## src/rtl/tcpqs_pkg.sv

```systemverilog
// Shared types, constants and the class-selection function for the
// three-class priority queue scheduler. No dependencies.
package tcpqs_pkg;

  localparam int KEY_W           = 37;
  localparam int LVL_W           = 2;
  localparam int STATUS_W        = 2;
  localparam int AHEAD_W         = 6;
  localparam int CNT_W           = 16;
  localparam int RUN_W           = 3;
  localparam int LIMIT_W         = 3;
  localparam int NUM_CLASSES     = 3;
  localparam int DEF_QUEUE_DEPTH = 16;
  localparam int APB_ADDR_W      = 3;
  localparam int APB_DATA_W      = 32;

  localparam logic [LIMIT_W-1:0] LIMIT_RESET = 3'd3;
  localparam logic [RUN_W-1:0]   RUN_MAX     = 3'd7;
  localparam logic [CNT_W-1:0]   CNT_MAX     = 16'hFFFF;
  localparam logic [AHEAD_W-1:0] AHEAD_MAX   = 6'd63;

  localparam logic [LVL_W-1:0] CLS_TOP  = 2'd0;
  localparam logic [LVL_W-1:0] CLS_MID  = 2'd1;
  localparam logic [LVL_W-1:0] CLS_LOW  = 2'd2;
  localparam logic [LVL_W-1:0] CLS_NONE = 2'd3;

  localparam logic [STATUS_W-1:0] STAT_OK       = 2'd0;
  localparam logic [STATUS_W-1:0] STAT_FULL     = 2'd1;
  localparam logic [STATUS_W-1:0] STAT_EMPTY    = 2'd2;
  localparam logic [STATUS_W-1:0] STAT_NOTFOUND = 2'd3;

  typedef enum logic [1:0] {
    REQ_ENQ   = 2'd0,
    REQ_SERVE = 2'd1,
    REQ_FIND  = 2'd2,
    REQ_NOP   = 2'd3
  } req_e;

  typedef struct packed {
    logic latch;
    logic exec;
    logic srv_capture;
    logic sch_step;
    logic load_out;
  } cmd_t;

  typedef struct packed {
    req_e req;
    logic srv_empty;
    logic sch_done;
  } stat_t;

  function automatic logic [LVL_W-1:0] pick_class(input logic top_nz,
                                                  input logic mid_nz,
                                                  input logic low_nz,
                                                  input logic [RUN_W-1:0] run,
                                                  input logic [LIMIT_W-1:0] limit);
    logic [LIMIT_W-1:0] eff;
    logic [LVL_W-1:0]   cls;
    eff = (limit == '0) ? LIMIT_W'(1) : limit;
    if (top_nz) begin
      cls = CLS_TOP;
    end else if (mid_nz && ((run < eff) || !low_nz)) begin
      cls = CLS_MID;
    end else if (low_nz) begin
      cls = CLS_LOW;
    end else begin
      cls = CLS_NONE;
    end
    return cls;
  endfunction

endpackage

```

## src/rtl/tcpqs_ctrl.sv

```systemverilog
// Controller state machine of the scheduler: sequences accept, execute,
// serve read, search walk and result hand-off. Depends on tcpqs_pkg.
module tcpqs_ctrl
  import tcpqs_pkg::*;
(
  input  logic  clk_i,
  input  logic  rst_ni,
  input  logic  in_valid_i,
  output logic  in_stall_o,
  output logic  out_valid_o,
  input  logic  out_stall_i,
  input  stat_t stat_i,
  output cmd_t  cmd_o
);

  localparam logic [2:0] ST_IDLE     = 3'd0;
  localparam logic [2:0] ST_DISPATCH = 3'd1;
  localparam logic [2:0] ST_SRV_RD   = 3'd2;
  localparam logic [2:0] ST_SEARCH   = 3'd3;
  localparam logic [2:0] ST_FINISH   = 3'd4;

  logic [2:0] state_q, state_d;
  logic       out_valid_q, out_valid_d;
  logic       slot_free;

  assign slot_free   = !out_valid_q || !out_stall_i;
  assign in_stall_o  = (state_q != ST_IDLE);
  assign out_valid_o = out_valid_q;

  always_comb begin
    state_d = state_q;
    cmd_o   = '0;
    case (state_q)
      ST_IDLE: begin
        if (in_valid_i) begin
          cmd_o.latch = 1'b1;
          state_d     = ST_DISPATCH;
        end
      end
      ST_DISPATCH: begin
        cmd_o.exec = 1'b1;
        case (stat_i.req)
          REQ_SERVE: state_d = stat_i.srv_empty ? ST_FINISH : ST_SRV_RD;
          REQ_FIND:  state_d = ST_SEARCH;
          default:   state_d = ST_FINISH;
        endcase
      end
      ST_SRV_RD: begin
        cmd_o.srv_capture = 1'b1;
        state_d           = ST_FINISH;
      end
      ST_SEARCH: begin
        cmd_o.sch_step = 1'b1;
        if (stat_i.sch_done) begin
          state_d = ST_FINISH;
        end
      end
      ST_FINISH: begin
        if (slot_free) begin
          cmd_o.load_out = 1'b1;
          state_d        = ST_IDLE;
        end
      end
      default: state_d = ST_IDLE;
    endcase
  end

  always_comb begin
    out_valid_d = out_valid_q;
    if (cmd_o.load_out) begin
      out_valid_d = 1'b1;
    end else if (!out_stall_i) begin
      out_valid_d = 1'b0;
    end
  end

  always_ff @(posedge clk_i or negedge rst_ni) begin
    if (!rst_ni) begin
      state_q     <= ST_IDLE;
      out_valid_q <= 1'b0;
    end else begin
      state_q     <= state_d;
      out_valid_q <= out_valid_d;
    end
  end

endmodule

```

## src/rtl/tcpqs_dpath.sv

```systemverilog
// Datapath of the scheduler: the three key stores, queue pointers, run and
// served counters, the search walk registers and the result registers.
// Depends on tcpqs_pkg.
module tcpqs_dpath
  import tcpqs_pkg::*;
#(
  parameter int QUEUE_DEPTH = DEF_QUEUE_DEPTH
) (
  input  logic                clk_i,
  input  logic                rst_ni,
  input  cmd_t                cmd_i,
  output stat_t               stat_o,
  input  logic [LIMIT_W-1:0]  limit_i,
  input  logic [1:0]          req_type_i,
  input  logic [LVL_W-1:0]    priority_level_i,
  input  logic [KEY_W-1:0]    ident_key_i,
  output logic [STATUS_W-1:0] status_o,
  output logic [LVL_W-1:0]    served_level_o,
  output logic [KEY_W-1:0]    served_key_o,
  output logic [AHEAD_W-1:0]  ahead_count_o,
  output logic [CNT_W-1:0]    served_top_o,
  output logic [CNT_W-1:0]    served_middle_o,
  output logic [CNT_W-1:0]    served_low_o
);

  localparam int PW = (QUEUE_DEPTH > 1) ? $clog2(QUEUE_DEPTH) : 1;
  localparam int FW = $clog2(QUEUE_DEPTH + 1);
  localparam int SW = FW + 1;
  localparam logic [FW-1:0] FILL_FULL = FW'(QUEUE_DEPTH);
  localparam logic [PW-1:0] HEAD_LAST = PW'(QUEUE_DEPTH - 1);
  localparam logic [SW-1:0] DEPTH_S   = SW'(QUEUE_DEPTH);

  req_e                req_q;
  logic [LVL_W-1:0]    lvl_q;
  logic [KEY_W-1:0]    key_q;

  logic [PW-1:0]       head_q   [NUM_CLASSES];
  logic [FW-1:0]       fill_q   [NUM_CLASSES];
  logic [CNT_W-1:0]    cnt_q    [NUM_CLASSES];
  logic [RUN_W-1:0]    run_q;

  logic [PW-1:0]       whead_q  [NUM_CLASSES];
  logic [FW-1:0]       wfill_q  [NUM_CLASSES];
  logic [RUN_W-1:0]    wrun_q;
  logic [AHEAD_W-1:0]  wcount_q;
  logic                pend_q;
  logic [LVL_W-1:0]    rd_cls_q;

  logic [KEY_W-1:0]    rdata_q  [NUM_CLASSES];

  logic [STATUS_W-1:0] res_status_q;
  logic [LVL_W-1:0]    res_level_q;
  logic [KEY_W-1:0]    res_key_q;
  logic [AHEAD_W-1:0]  res_ahead_q;

  logic [STATUS_W-1:0] out_status_q;
  logic [LVL_W-1:0]    out_level_q;
  logic [KEY_W-1:0]    out_key_q;
  logic [AHEAD_W-1:0]  out_ahead_q;
  logic [CNT_W-1:0]    out_top_q;
  logic [CNT_W-1:0]    out_mid_q;
  logic [CNT_W-1:0]    out_low_q;

  logic [NUM_CLASSES-1:0] nz, wnz, we, re;
  logic [PW-1:0]       waddr     [NUM_CLASSES];
  logic [PW-1:0]       raddr     [NUM_CLASSES];
  logic [PW-1:0]       head_inc  [NUM_CLASSES];
  logic [PW-1:0]       whead_inc [NUM_CLASSES];
  logic [SW-1:0]       wsum      [NUM_CLASSES];
  logic [LVL_W-1:0]    srv_cls, walk_cls;
  logic [KEY_W-1:0]    rsel;
  logic                match, srv_issue, walk_issue, enq_full, sch_done;

  always_comb begin
    rsel     = '0;
    enq_full = 1'b0;
    for (int c = 0; c < NUM_CLASSES; c++) begin
      nz[c]        = (fill_q[c] != '0);
      wnz[c]       = (wfill_q[c] != '0);
      wsum[c]      = SW'(head_q[c]) + SW'(fill_q[c]);
      waddr[c]     = (wsum[c] >= DEPTH_S) ? PW'(wsum[c] - DEPTH_S) : PW'(wsum[c]);
      head_inc[c]  = (head_q[c] == HEAD_LAST) ? '0 : head_q[c] + 1'b1;
      whead_inc[c] = (whead_q[c] == HEAD_LAST) ? '0 : whead_q[c] + 1'b1;
      if (rd_cls_q == LVL_W'(c)) begin
        rsel = rdata_q[c];
      end
      if (lvl_q == LVL_W'(c) && fill_q[c] == FILL_FULL) begin
        enq_full = 1'b1;
      end
    end
  end

  assign srv_cls    = pick_class(nz[0], nz[1], nz[2], run_q, limit_i);
  assign walk_cls   = pick_class(wnz[0], wnz[1], wnz[2], wrun_q, limit_i);
  assign match      = pend_q && (rsel == key_q);
  assign sch_done   = match || (!pend_q && walk_cls == CLS_NONE);
  assign srv_issue  = cmd_i.exec && (req_q == REQ_SERVE) && (srv_cls != CLS_NONE);
  assign walk_issue = cmd_i.sch_step && !match && (walk_cls != CLS_NONE);

  always_comb begin
    for (int c = 0; c < NUM_CLASSES; c++) begin
      we[c]    = cmd_i.exec && (req_q == REQ_ENQ) && (lvl_q == LVL_W'(c)) &&
                 (fill_q[c] != FILL_FULL);
      re[c]    = (srv_issue && srv_cls == LVL_W'(c)) ||
                 (walk_issue && walk_cls == LVL_W'(c));
      raddr[c] = srv_issue ? head_q[c] : whead_q[c];
    end
  end

  assign stat_o.req       = req_q;
  assign stat_o.srv_empty = (srv_cls == CLS_NONE);
  assign stat_o.sch_done  = sch_done;

  for (genvar c = 0; c < NUM_CLASSES; c++) begin : g_store
    logic [KEY_W-1:0] store_q [QUEUE_DEPTH];

    always_ff @(posedge clk_i) begin
      if (we[c]) begin
        store_q[waddr[c]] <= key_q;
      end
      if (re[c]) begin
        rdata_q[c] <= store_q[raddr[c]];
      end
    end
  end

  always_ff @(posedge clk_i or negedge rst_ni) begin
    if (!rst_ni) begin
      for (int c = 0; c < NUM_CLASSES; c++) begin
        head_q[c]  <= '0;
        fill_q[c]  <= '0;
        cnt_q[c]   <= '0;
        whead_q[c] <= '0;
        wfill_q[c] <= '0;
      end
      run_q    <= '0;
      wrun_q   <= '0;
      wcount_q <= '0;
      pend_q   <= 1'b0;
      rd_cls_q <= CLS_TOP;
    end else begin
      for (int c = 0; c < NUM_CLASSES; c++) begin
        if (we[c]) begin
          fill_q[c] <= fill_q[c] + 1'b1;
        end
      end
      if (srv_issue) begin
        rd_cls_q <= srv_cls;
        for (int c = 0; c < NUM_CLASSES; c++) begin
          if (srv_cls == LVL_W'(c)) begin
            head_q[c] <= head_inc[c];
            fill_q[c] <= fill_q[c] - 1'b1;
            if (cnt_q[c] != CNT_MAX) begin
              cnt_q[c] <= cnt_q[c] + 1'b1;
            end
          end
        end
        if (srv_cls == CLS_MID) begin
          if (run_q != RUN_MAX) begin
            run_q <= run_q + 1'b1;
          end
        end else if (srv_cls == CLS_LOW) begin
          run_q <= '0;
        end
      end
      if (cmd_i.exec && req_q == REQ_FIND) begin
        for (int c = 0; c < NUM_CLASSES; c++) begin
          whead_q[c] <= head_q[c];
          wfill_q[c] <= fill_q[c];
        end
        wrun_q   <= '0;
        wcount_q <= '0;
        pend_q   <= 1'b0;
      end
      if (cmd_i.sch_step && !match) begin
        if (pend_q && wcount_q != AHEAD_MAX) begin
          wcount_q <= wcount_q + 1'b1;
        end
        pend_q <= walk_issue;
        if (walk_issue) begin
          rd_cls_q <= walk_cls;
          for (int c = 0; c < NUM_CLASSES; c++) begin
            if (walk_cls == LVL_W'(c)) begin
              whead_q[c] <= whead_inc[c];
              wfill_q[c] <= wfill_q[c] - 1'b1;
            end
          end
          if (walk_cls == CLS_MID) begin
            if (wrun_q != RUN_MAX) begin
              wrun_q <= wrun_q + 1'b1;
            end
          end else if (walk_cls == CLS_LOW) begin
            wrun_q <= '0;
          end
        end
      end
    end
  end

  always_ff @(posedge clk_i) begin
    if (cmd_i.latch) begin
      req_q <= req_e'(req_type_i);
      lvl_q <= priority_level_i;
      key_q <= ident_key_i;
    end
    if (cmd_i.exec) begin
      res_key_q   <= '0;
      res_ahead_q <= '0;
      res_level_q <= '0;
      res_status_q <= STAT_OK;
      if (req_q == REQ_ENQ && enq_full) begin
        res_status_q <= STAT_FULL;
      end
      if (req_q == REQ_SERVE) begin
        if (srv_cls == CLS_NONE) begin
          res_status_q <= STAT_EMPTY;
        end else begin
          res_level_q <= srv_cls;
        end
      end
    end
    if (cmd_i.srv_capture) begin
      res_key_q <= rsel;
    end
    if (cmd_i.sch_step && sch_done) begin
      if (match) begin
        res_ahead_q <= wcount_q;
      end else begin
        res_status_q <= STAT_NOTFOUND;
      end
    end
    if (cmd_i.load_out) begin
      out_status_q <= res_status_q;
      out_level_q  <= res_level_q;
      out_key_q    <= res_key_q;
      out_ahead_q  <= res_ahead_q;
      out_top_q    <= cnt_q[0];
      out_mid_q    <= cnt_q[1];
      out_low_q    <= cnt_q[2];
    end
  end

  assign status_o        = out_status_q;
  assign served_level_o  = out_level_q;
  assign served_key_o    = out_key_q;
  assign ahead_count_o   = out_ahead_q;
  assign served_top_o    = out_top_q;
  assign served_middle_o = out_mid_q;
  assign served_low_o    = out_low_q;

endmodule

```

## src/rtl/three_class_priority_queue_scheduler.sv

```systemverilog
// Top level of the three-class priority queue scheduler: configuration
// register port, controller and datapath. Depends on tcpqs_pkg, tcpqs_ctrl
// and tcpqs_dpath.
//
// The block holds three FIFO queues of 37-bit keys and handles one request
// at a time. A serve reads its key from a store with a registered read port.
// A search walks the projected serve order one store read per cycle and reads
// at most 3 * QUEUE_DEPTH keys before the match or the end of the walk.
// A result that is stalled at the output does not block acceptance of the
// next request, but that request waits in its final cycle until the output
// register frees, and no further request is accepted meanwhile. The
// middle_run_limit register lies at byte address 0; a value of 0 behaves
// as 1. No clearing pass runs after reset.
module three_class_priority_queue_scheduler
  import tcpqs_pkg::*;
#(
  parameter int QUEUE_DEPTH = DEF_QUEUE_DEPTH
) (
  input  logic                  clk_i,
  input  logic                  rst_ni,
  input  logic                  in_valid_i,
  output logic                  in_stall_o,
  input  logic [1:0]            req_type_i,
  input  logic [LVL_W-1:0]      priority_level_i,
  input  logic [KEY_W-1:0]      ident_key_i,
  output logic                  out_valid_o,
  input  logic                  out_stall_i,
  output logic [STATUS_W-1:0]   status_o,
  output logic [LVL_W-1:0]      served_level_o,
  output logic [KEY_W-1:0]      served_key_o,
  output logic [AHEAD_W-1:0]    ahead_count_o,
  output logic [CNT_W-1:0]      served_top_o,
  output logic [CNT_W-1:0]      served_middle_o,
  output logic [CNT_W-1:0]      served_low_o,
  input  logic                  psel,
  input  logic                  penable,
  input  logic                  pwrite,
  input  logic [APB_ADDR_W-1:0] paddr,
  input  logic [APB_DATA_W-1:0] pwdata,
  output logic [APB_DATA_W-1:0] prdata,
  output logic                  pready
);

  logic [LIMIT_W-1:0] limit_q;
  logic               limit_sel;
  logic               cfg_wr;
  cmd_t               cmd;
  stat_t              stat;

  assign pready    = 1'b1;
  assign limit_sel = (paddr[APB_ADDR_W-1] == 1'b0);
  assign cfg_wr    = psel && penable && pwrite && pready;
  assign prdata    = limit_sel ? APB_DATA_W'(limit_q) : '0;

  always_ff @(posedge clk_i or negedge rst_ni) begin
    if (!rst_ni) begin
      limit_q <= LIMIT_RESET;
    end else if (cfg_wr && limit_sel) begin
      limit_q <= pwdata[LIMIT_W-1:0];
    end
  end

  tcpqs_ctrl u_ctrl (
    .clk_i       (clk_i),
    .rst_ni      (rst_ni),
    .in_valid_i  (in_valid_i),
    .in_stall_o  (in_stall_o),
    .out_valid_o (out_valid_o),
    .out_stall_i (out_stall_i),
    .stat_i      (stat),
    .cmd_o       (cmd)
  );

  tcpqs_dpath #(
    .QUEUE_DEPTH (QUEUE_DEPTH)
  ) u_dpath (
    .clk_i            (clk_i),
    .rst_ni           (rst_ni),
    .cmd_i            (cmd),
    .stat_o           (stat),
    .limit_i          (limit_q),
    .req_type_i       (req_type_i),
    .priority_level_i (priority_level_i),
    .ident_key_i      (ident_key_i),
    .status_o         (status_o),
    .served_level_o   (served_level_o),
    .served_key_o     (served_key_o),
    .ahead_count_o    (ahead_count_o),
    .served_top_o     (served_top_o),
    .served_middle_o  (served_middle_o),
    .served_low_o     (served_low_o)
  );

  // Only one request is in flight: an accepted beat closes the input side.
  a_one_in_flight: assert property (@(posedge clk_i) disable iff (!rst_ni)
    (in_valid_i && !in_stall_o) |=> in_stall_o)
    else $error("input accepted while a request was in flight");

  // A new output beat appears only from a result load by the controller.
  a_out_from_load: assert property (@(posedge clk_i) disable iff (!rst_ni)
    $rose(out_valid_o) |-> $past(cmd.load_out))
    else $error("output valid rose without a result load");

  // A completed register write is visible in the following cycle.
  a_cfg_write: assert property (@(posedge clk_i) disable iff (!rst_ni)
    (cfg_wr && limit_sel) |=> (limit_q == $past(pwdata[LIMIT_W-1:0])))
    else $error("run limit register not updated by write");

  // Load/latch and exec/sch_step never coincide: result precedes next request.
  a_cmd_excl: assert property (@(posedge clk_i) disable iff (!rst_ni)
    !(cmd.load_out && cmd.latch) && !(cmd.exec && cmd.sch_step))
    else $error("conflicting controller commands");

endmodule
```

## config.mk

```make
export PLATFORM = sky130hd
export DESIGN_NAME = three_class_priority_queue_scheduler
export DESIGN_NICKNAME = d
export VERILOG_FILES = /design/src/rtl/tcpqs_pkg.sv /design/src/rtl/tcpqs_ctrl.sv /design/src/rtl/tcpqs_dpath.sv /design/src/rtl/three_class_priority_queue_scheduler.sv
export SDC_FILE = /design/constraint.sdc
export NUM_CORES = 2
export LEC_CHECK = 0
export BUFFER_PORTS_ARGS = -buffer_cell sky130_fd_sc_hd__buf_2
export CAP_MARGIN = 40
export CORE_UTILIZATION = 35
export CTS_BUF_LIST = sky130_fd_sc_hd__clkbuf_4
export CTS_CLUSTER_SIZE = 40
export DETAILED_ROUTE_END_ITERATION = 16
export GPL_TIMING_DRIVEN = 0
export SETUP_SLACK_MARGIN = 0.3
export SYNTH_ARGS = -nofsm -noshare
export SYNTH_HDL_FRONTEND = slang
export SYNTH_SLANG_ARGS = --single-unit
```

## constraint.sdc

```tcl
create_clock -name clk_i -period 7.3 [get_ports clk_i]
set_input_delay 0.73 -clock clk_i [delete_from_list [all_inputs] [get_ports clk_i]]
set_output_delay 0.73 -clock clk_i [all_outputs]
set_load 0.02 [all_outputs]
```

[Yosys cells after proc, flatten, opt, wreduce, memory -nomap -nowiden]
Memory sizes are Yosys's and may differ from the RTL's.
Index checks and enable logic that the tools add are counted.
Cells by class
  reduce and logical (&&, ||, !) cells: 72
  order comparisons: 5
  multiplexer cells: 106
  $add $sub $neg: 27
  bitwise operators: 2
  eq/ne operators: 42
Operators by type and width (number)
  two-way mux 37 bit: 7
  OR reduction 37 bit: 2
  two-way mux 15 bit: 4
  two-way mux 4 bit: 15
  adder 16 x 1 -> 16 bit (second input constant): 3
  inequality test 16 bit (second input constant): 3
  two-way mux 3 bit: 15
  two-way mux 5 bit: 9
  == test 37 bit: 1
  two-way mux 12 bit: 3
  two-way mux 6 bit: 6
  logical AND 1 bit: 31
  two-way mux 1 bit: 31
  nonzero test 5 bit: 6
  subtractor 5 x 1 -> 5 bit (second input constant): 6
  two-way mux 2 bit: 14
  adder 4 x 1 -> 4 bit (second input constant): 6
  == test 4 bit (second input constant): 6
  adder 4 x 5 -> 6 bit: 3
  greater-or-equal comparator 6 x 5 -> 1 bit (second input constant): 3
  adder 5 x 1 -> 5 bit (second input constant): 3
  == test 5 bit (second input constant): 3
  inequality test 5 bit (second input constant): 3
  one-hot mux 3 bit (5 select lines): 1
  24 further kinds: 70
Word-level totals
  output and inout port bits: 130
  bits in writable memories: 1887
  memories kept: 4
  bits in registers: 307
  logic and storage cells: 295
Memory list
  u_dpath.g_store[0].store_q: words 16, width 37, read ports 1, clocked after Yosys merged registers in 0, write ports 1, line tcpqs_dpath.sv:115  | logic [KEY_W-1:0] store_q [QUEUE_DEPTH];
  u_dpath.g_store[1].store_q: words 16, width 37, read ports 1, clocked after Yosys merged registers in 0, write ports 1, line tcpqs_dpath.sv:115
  u_dpath.g_store[2].store_q: words 16, width 37, read ports 1, clocked after Yosys merged registers in 0, write ports 1, line tcpqs_dpath.sv:115
  u_dpath.rdata_q: words 3, width 37, read ports 3, clocked after Yosys merged registers in 0, write ports 1, line tcpqs_dpath.sv:49  | logic [KEY_W-1:0] rdata_q [NUM_CLASSES];

[Depth between registers and ports, before layout]
  word-level depth: 16
  depth in mapped cells: 14
  depth with buffers taken out: 11

[By module]
From an unflattened synthesis, not the netlist that was laid out.
Second synthesis, totals
  cell total of the unflattened synthesis: 3994
  area total of the unflattened synthesis: 84494.8 um2
By module, submodules not included
  tcpqs_dpath: cells an instance 3916, instances 1, seq. area each 65007.3 um2, area each 83781.6 um2
  three_class_priority_queue_scheduler: cells an instance 42, instances 1, seq. area each 77.6 um2, area each 405.4 um2
  tcpqs_ctrl: cells an instance 36, instances 1, seq. area each 100.1 um2, area each 307.8 um2

[Worst setup path before layout]
OpenSTA, ideal clock, no wires.
  kind: register to register
  start point: register u_ctrl.state_q[0]
  end point: register u_dpath.out_ahead_q[0], in the netlist u_dpath.ahead_count_o[0], enable pin
  cell stages (with the launch flop): 5
  period minus slack after synthesis: 5991 ps
  setup time: 580 ps
  data arrival time: 5411 ps
  required time: 6720 ps
  slack: 1309 ps
  buffers on the path: 1
  cell sequence: dfrtp_1 > clkbuf_1 > nor2_1 > nand2_1 > a21oi_1
RTL lines
  start: declaration: line tcpqs_ctrl.sv:22  | logic [2:0] state_q, state_d;
  start signal: assignment: line tcpqs_ctrl.sv:82  | state_q <= state_d;
  end signal: assignment: line tcpqs_dpath.sv:236  | out_ahead_q <= res_ahead_q;
  end: declaration: line tcpqs_dpath.sv:59  | logic [AHEAD_W-1:0] out_ahead_q;

[Worst setup path in the final report]
  start point: register u_dpath.fill_q[5] (netlist name)
  end point: memory u_dpath.rdata_q[1][11], in the netlist u_dpath.rdata_q[0][48], data pin
Between the ends
  cells in the longest elaborated chain, start to end: 13
  elaborated cells on any way between the ends: 26
RTL lines
  start: declaration: line tcpqs_dpath.sv:38  | logic [FW-1:0] fill_q [NUM_CLASSES];
  start signal: indexed assignment: line tcpqs_dpath.sv:144  | fill_q[c] <= fill_q[c] + 1'b1;
  start signal: indexed assignment: line tcpqs_dpath.sv:152  | fill_q[c] <= fill_q[c] - 1'b1;
  nonzero test 5 bit *: line tcpqs_dpath.sv:78  | nz[c] = (fill_q[c] != '0);
  logical AND 1 bit *: line tcpqs_pkg.sv:63  | end else if (mid_nz && ((run < eff) || !low_nz)) begin
  two-way mux 2 bit *: line tcpqs_pkg.sv:63
  two-way mux 2 bit *: line tcpqs_pkg.sv:61  | if (top_nz) begin
  inequality test 2 bit: line tcpqs_dpath.sv:97  | assign srv_issue = cmd_i.exec && (req_q == REQ_SERVE) && (srv_cls != CLS_NONE);
  logical AND 1 bit: line tcpqs_dpath.sv:97
  logical AND 1 bit: line tcpqs_dpath.sv:104  | re[c] = (srv_issue && srv_cls == LVL_W'(c)) ||
  logical OR 1 bit: line tcpqs_dpath.sv:104
  two-way mux 1 bit: line tcpqs_dpath.sv:121  | if (re[c]) begin
  two-way mux 1 bit (not written as such): line tcpqs_dpath.sv:122  | rdata_q[c] <= store_q[raddr[c]];
  OR reduction 37 bit (no source line)
  two-way mux 37 bit (no source line)
  two-way mux 37 bit (no source line) *
  end: declaration: line tcpqs_dpath.sv:49
Every way passes the cells marked *; elsewhere a longest branch is shown, timed or not.

==> reports/metrics.yaml <==
num_vias: 45469
worstSkewPairLatency_ns: 1.36
ant_nets: 0
p_clk_frac: 0.282
grt_setup_unrepaired: "false"
combPwrFrac: 0.272
p_per_area_nw_per_um2: 352
synth_cell_types: 84
wire_per_inst_um: 26.1
setup_tns_ns: 0
cts_setup_buffers: 0
status: "finished, final reports clean"
cpPeakStageDelay_ns: 0.70
irDropWorstVdd_uv: 238
fin_nets: 5242
dp_hpwl_mm: 152
max_slew_margin: 0.377
synth_area_um2: 84500
critPathLaunchType: "register"
drt-total-wl_mm: 225
initial_utilization: 0.353
synthFlopType: "edfxtp_1"
synth_seq_cells: 2194
synth_warnings: 0
fmax_mhz: 197
cts_resized: 0
p_switching_uw: 11300
routed_via_density: 5.27
drt-pass1-iter-count: 6
gp_congestion: 0.877
slew_violations: 0
hold_buffers: 75
die_x_um: 493
instances_no_fill: 8621
syn_avg_cell_area_um2: 20.6
tightest_slew_ns: 0.931
p_leak_uw: 0.0342
grt_pass1_vias: 46363
cts_buffers: 570
die-height_um: 493
swShare: 0.319
crit_path_end_kind: "register"
fin_crit_sh: 0.695
synth_edf_count: 2062
hp-class: "input port to register"
slowest_stage: "mux2i_1"
drive_above_1_share: 0.334
power.total_uw: 35400
clk_pin_slew_worst_paths_ns: 0.06
sequentialPowerShare: 0.445
setup_viol: 0
cp_max_fo: 10
top_level_ports: 213
cap_violations: 0
hold_viol: 0
grt_pass1_wl_mm: 320
worst-path-buf-inv: 4
syn_inst: 4108
crit_chain: "inv_1 > ha_1 > nor3b_2 > and2b_1 > nand2_1 > o211ai_1 > buf_4 > mux2i_1 > buf_2 > buf_2 > mux4_2 > a22oi_1 > nand2_1"
htreeDepth: 6
crit_family: "buffers and inverters"
route.detailed.drc: 0
arrival_ns: 6.05
layout_common_cells: "2062 x edfxtp_1, 790 x clkbuf_4, 444 x mux4_2"
cts.sink_count: 2194
ys_async_sr_fraction: 0.0565
internal-power_uw: 24100
root_buffer: "clkbuf_4"
place_inst: 7633
grt.overflow.total: 0
clock_path_buffers: 4
crit_type: "register to register"
fill_cells: 20947
die-area_um2: 243000
min_period_ns: 5.07
antenna_found_initial: 14
crit_required_ns: 8.28
finClkSkew_ns: 0.133
ys_seq_area_frac: 0.772
cts_tree: "done"
grt_use_total: 0.183
layout_commonest_cell: "edfxtp_1"
syn_to_final_growth_pct: 19.3
dr.first_iter.drc_count: 4636
grt_max_degree: 80
core_area_um2: 239000
io_buffers: 151
row_count: 179
logic make-up after synthesis:
logic type | share of synthesized area
AO/OA/AOI/OAI | 0.0360
other | 0.0000889
adder cells (fa/ha/maj) | 0.00678
multiplexers | 0.127
buffers and inverters | 0.0157
AND/OR/NAND/NOR | 0.0319
XOR/XNOR | 0.0104
flip-flops | 0.772
metal layers:
metal	up-vias	GRT usage	share of wire
met2	2293	0.284	0.46
met5	-	0	0.000075
met3	389	0.0491	0.095
met4	2	0.0701	0.032
li1	19198	-	-
met1	23587	0.247	0.41
power by group through the flow:
stage | clock, µW | sequential, µW | combinational [µW]
after floorplan | 0 | 16100 | 5340
after global placement | 0 | 16700 | 8130
after detailed placement | 0 | 16000 | 9630
after CTS | 10300 | 15800 | 9690
after global routing | 10900 | 15800 | 10200
final | 10000 | 15800 | 9660
registers in the layout, indices dropped and copies added, names as in the netlist, 3 cells and up:
signal                   flops
u_dpath.served_top_o        16
u_dpath.head_q              12
limit_q                      3
u_dpath.cnt_q               48
u_ctrl.state_q               3
u_dpath.g_store.store_q   1776
u_dpath.served_key_o        37
u_dpath.fill_q              15
u_dpath.wfill_q             15
u_dpath.whead_q             12
u_dpath.served_low_o        16
u_dpath.served_middle_o     16
u_dpath.key_q               37
u_dpath.run_q                3
u_dpath.wcount_q             6
u_dpath.res_key_q           37
u_dpath.res_ahead_q          6
u_dpath.rdata_q            111
u_dpath.wrun_q               3
u_dpath.ahead_count_o        6
layout make-up:
cell class,instances,area (µm²),area share
buffer,212,1120,0.0111
inverter,56,210,0.00209
clock buffer,790,5930,0.0588
timing repair buffer,407,5300,0.0526
sequential,2194,65200,0.647
antenna,9,22.5,0.000223
clock inverter,112,618,0.00613
multi-input combinational,1674,18500,0.183
tap,3167,3960,0.0393
Yosys cell counts (5+ instances only):
cell type     n  area (µm²)
a21o_1        8        60.1
a21oi_1      41         205
a22o_1        5        43.8
a22oi_1     225        1690
a31o_2        5        43.8
and3_1       14        87.6
and4_1        6        52.6
buf_1         5        18.8
buf_2        60         300
buf_4        60         450
clkbuf_1     84         315
dfrtp_1     122        3050
dfxtp_1       8         160
edfxtp_1   2062       61900
ha_1         41         513
inv_1        56         210
mux2_2        7        78.8
mux2i_1      64         641
mux4_2      444       10000
nand2_1     227         852
nand2b_1      9        56.3
nand3_1      39         195
nand3b_1     13        97.6
nand4_1      27         169
nor2_1      147         552
nor2b_1       5        31.3
nor3_1       16        80.1
nor4_1        5        31.3
nor4bb_1     17         170
o211ai_1      7        52.6
o21a_1        6        45.0
o21ai_0      42         210
o22ai_1      15        93.8
o2bb2ai_1    22         193
or3_1         8        50.1
xnor2_1      72         631
xor2_1       28         245
worst reg2reg max path: stages (launching register included):
cell and delay [ns]:
dfrtp_1 0.45, inv_1 0.12, ha_1 0.17, nor3b_2 0.34, and2b_1 0.27, nand2_1 0.09
o211ai_1 0.17, buf_4 0.27, mux2i_1 0.71, buf_2 0.52, buf_2 0.49, mux4_2 0.59
a22oi_1 0.29, nand2_1 0.27
worst paths after layout:
path	endpoint	from	slack (ns)	cells after the start
max reg2reg	u_dpath.rdata_q[0][48]	u_dpath.fill_q[5]	2.23	13
max in group asynchronous	u_dpath.run_q[0]	rst_ni	6.28	4
min in group asynchronous	u_dpath.cnt_q[43]	rst_ni	0.56	4
min	u_dpath.key_q[10]	ident_key_i[10]	0.14	2
max	u_dpath.rdata_q[0][48]	u_dpath.fill_q[5]	2.23	13
min reg2reg	u_dpath.served_key_o[7]	u_dpath.res_key_q[7]	0.40	0
metrics by stage:
stage / hold WS [ns] / worst slack, ns / area (µm²) / util
finish: 0.142 / 2.23 / 101000 / 0.422
global route: 0.0205 / 1.98 / 101000 / 0.422
CTS: 0.00105 / 2.16 / 101000 / 0.422
detailed placement: 0.405 / 2.21 / 93400 / 0.391
global placement: 0.404 / -2.11 / 89300 / 0.374
floorplan: 0.400 / 1.31 / 84600 / -
No activity file was read; power rests on OpenSTA's default activity.
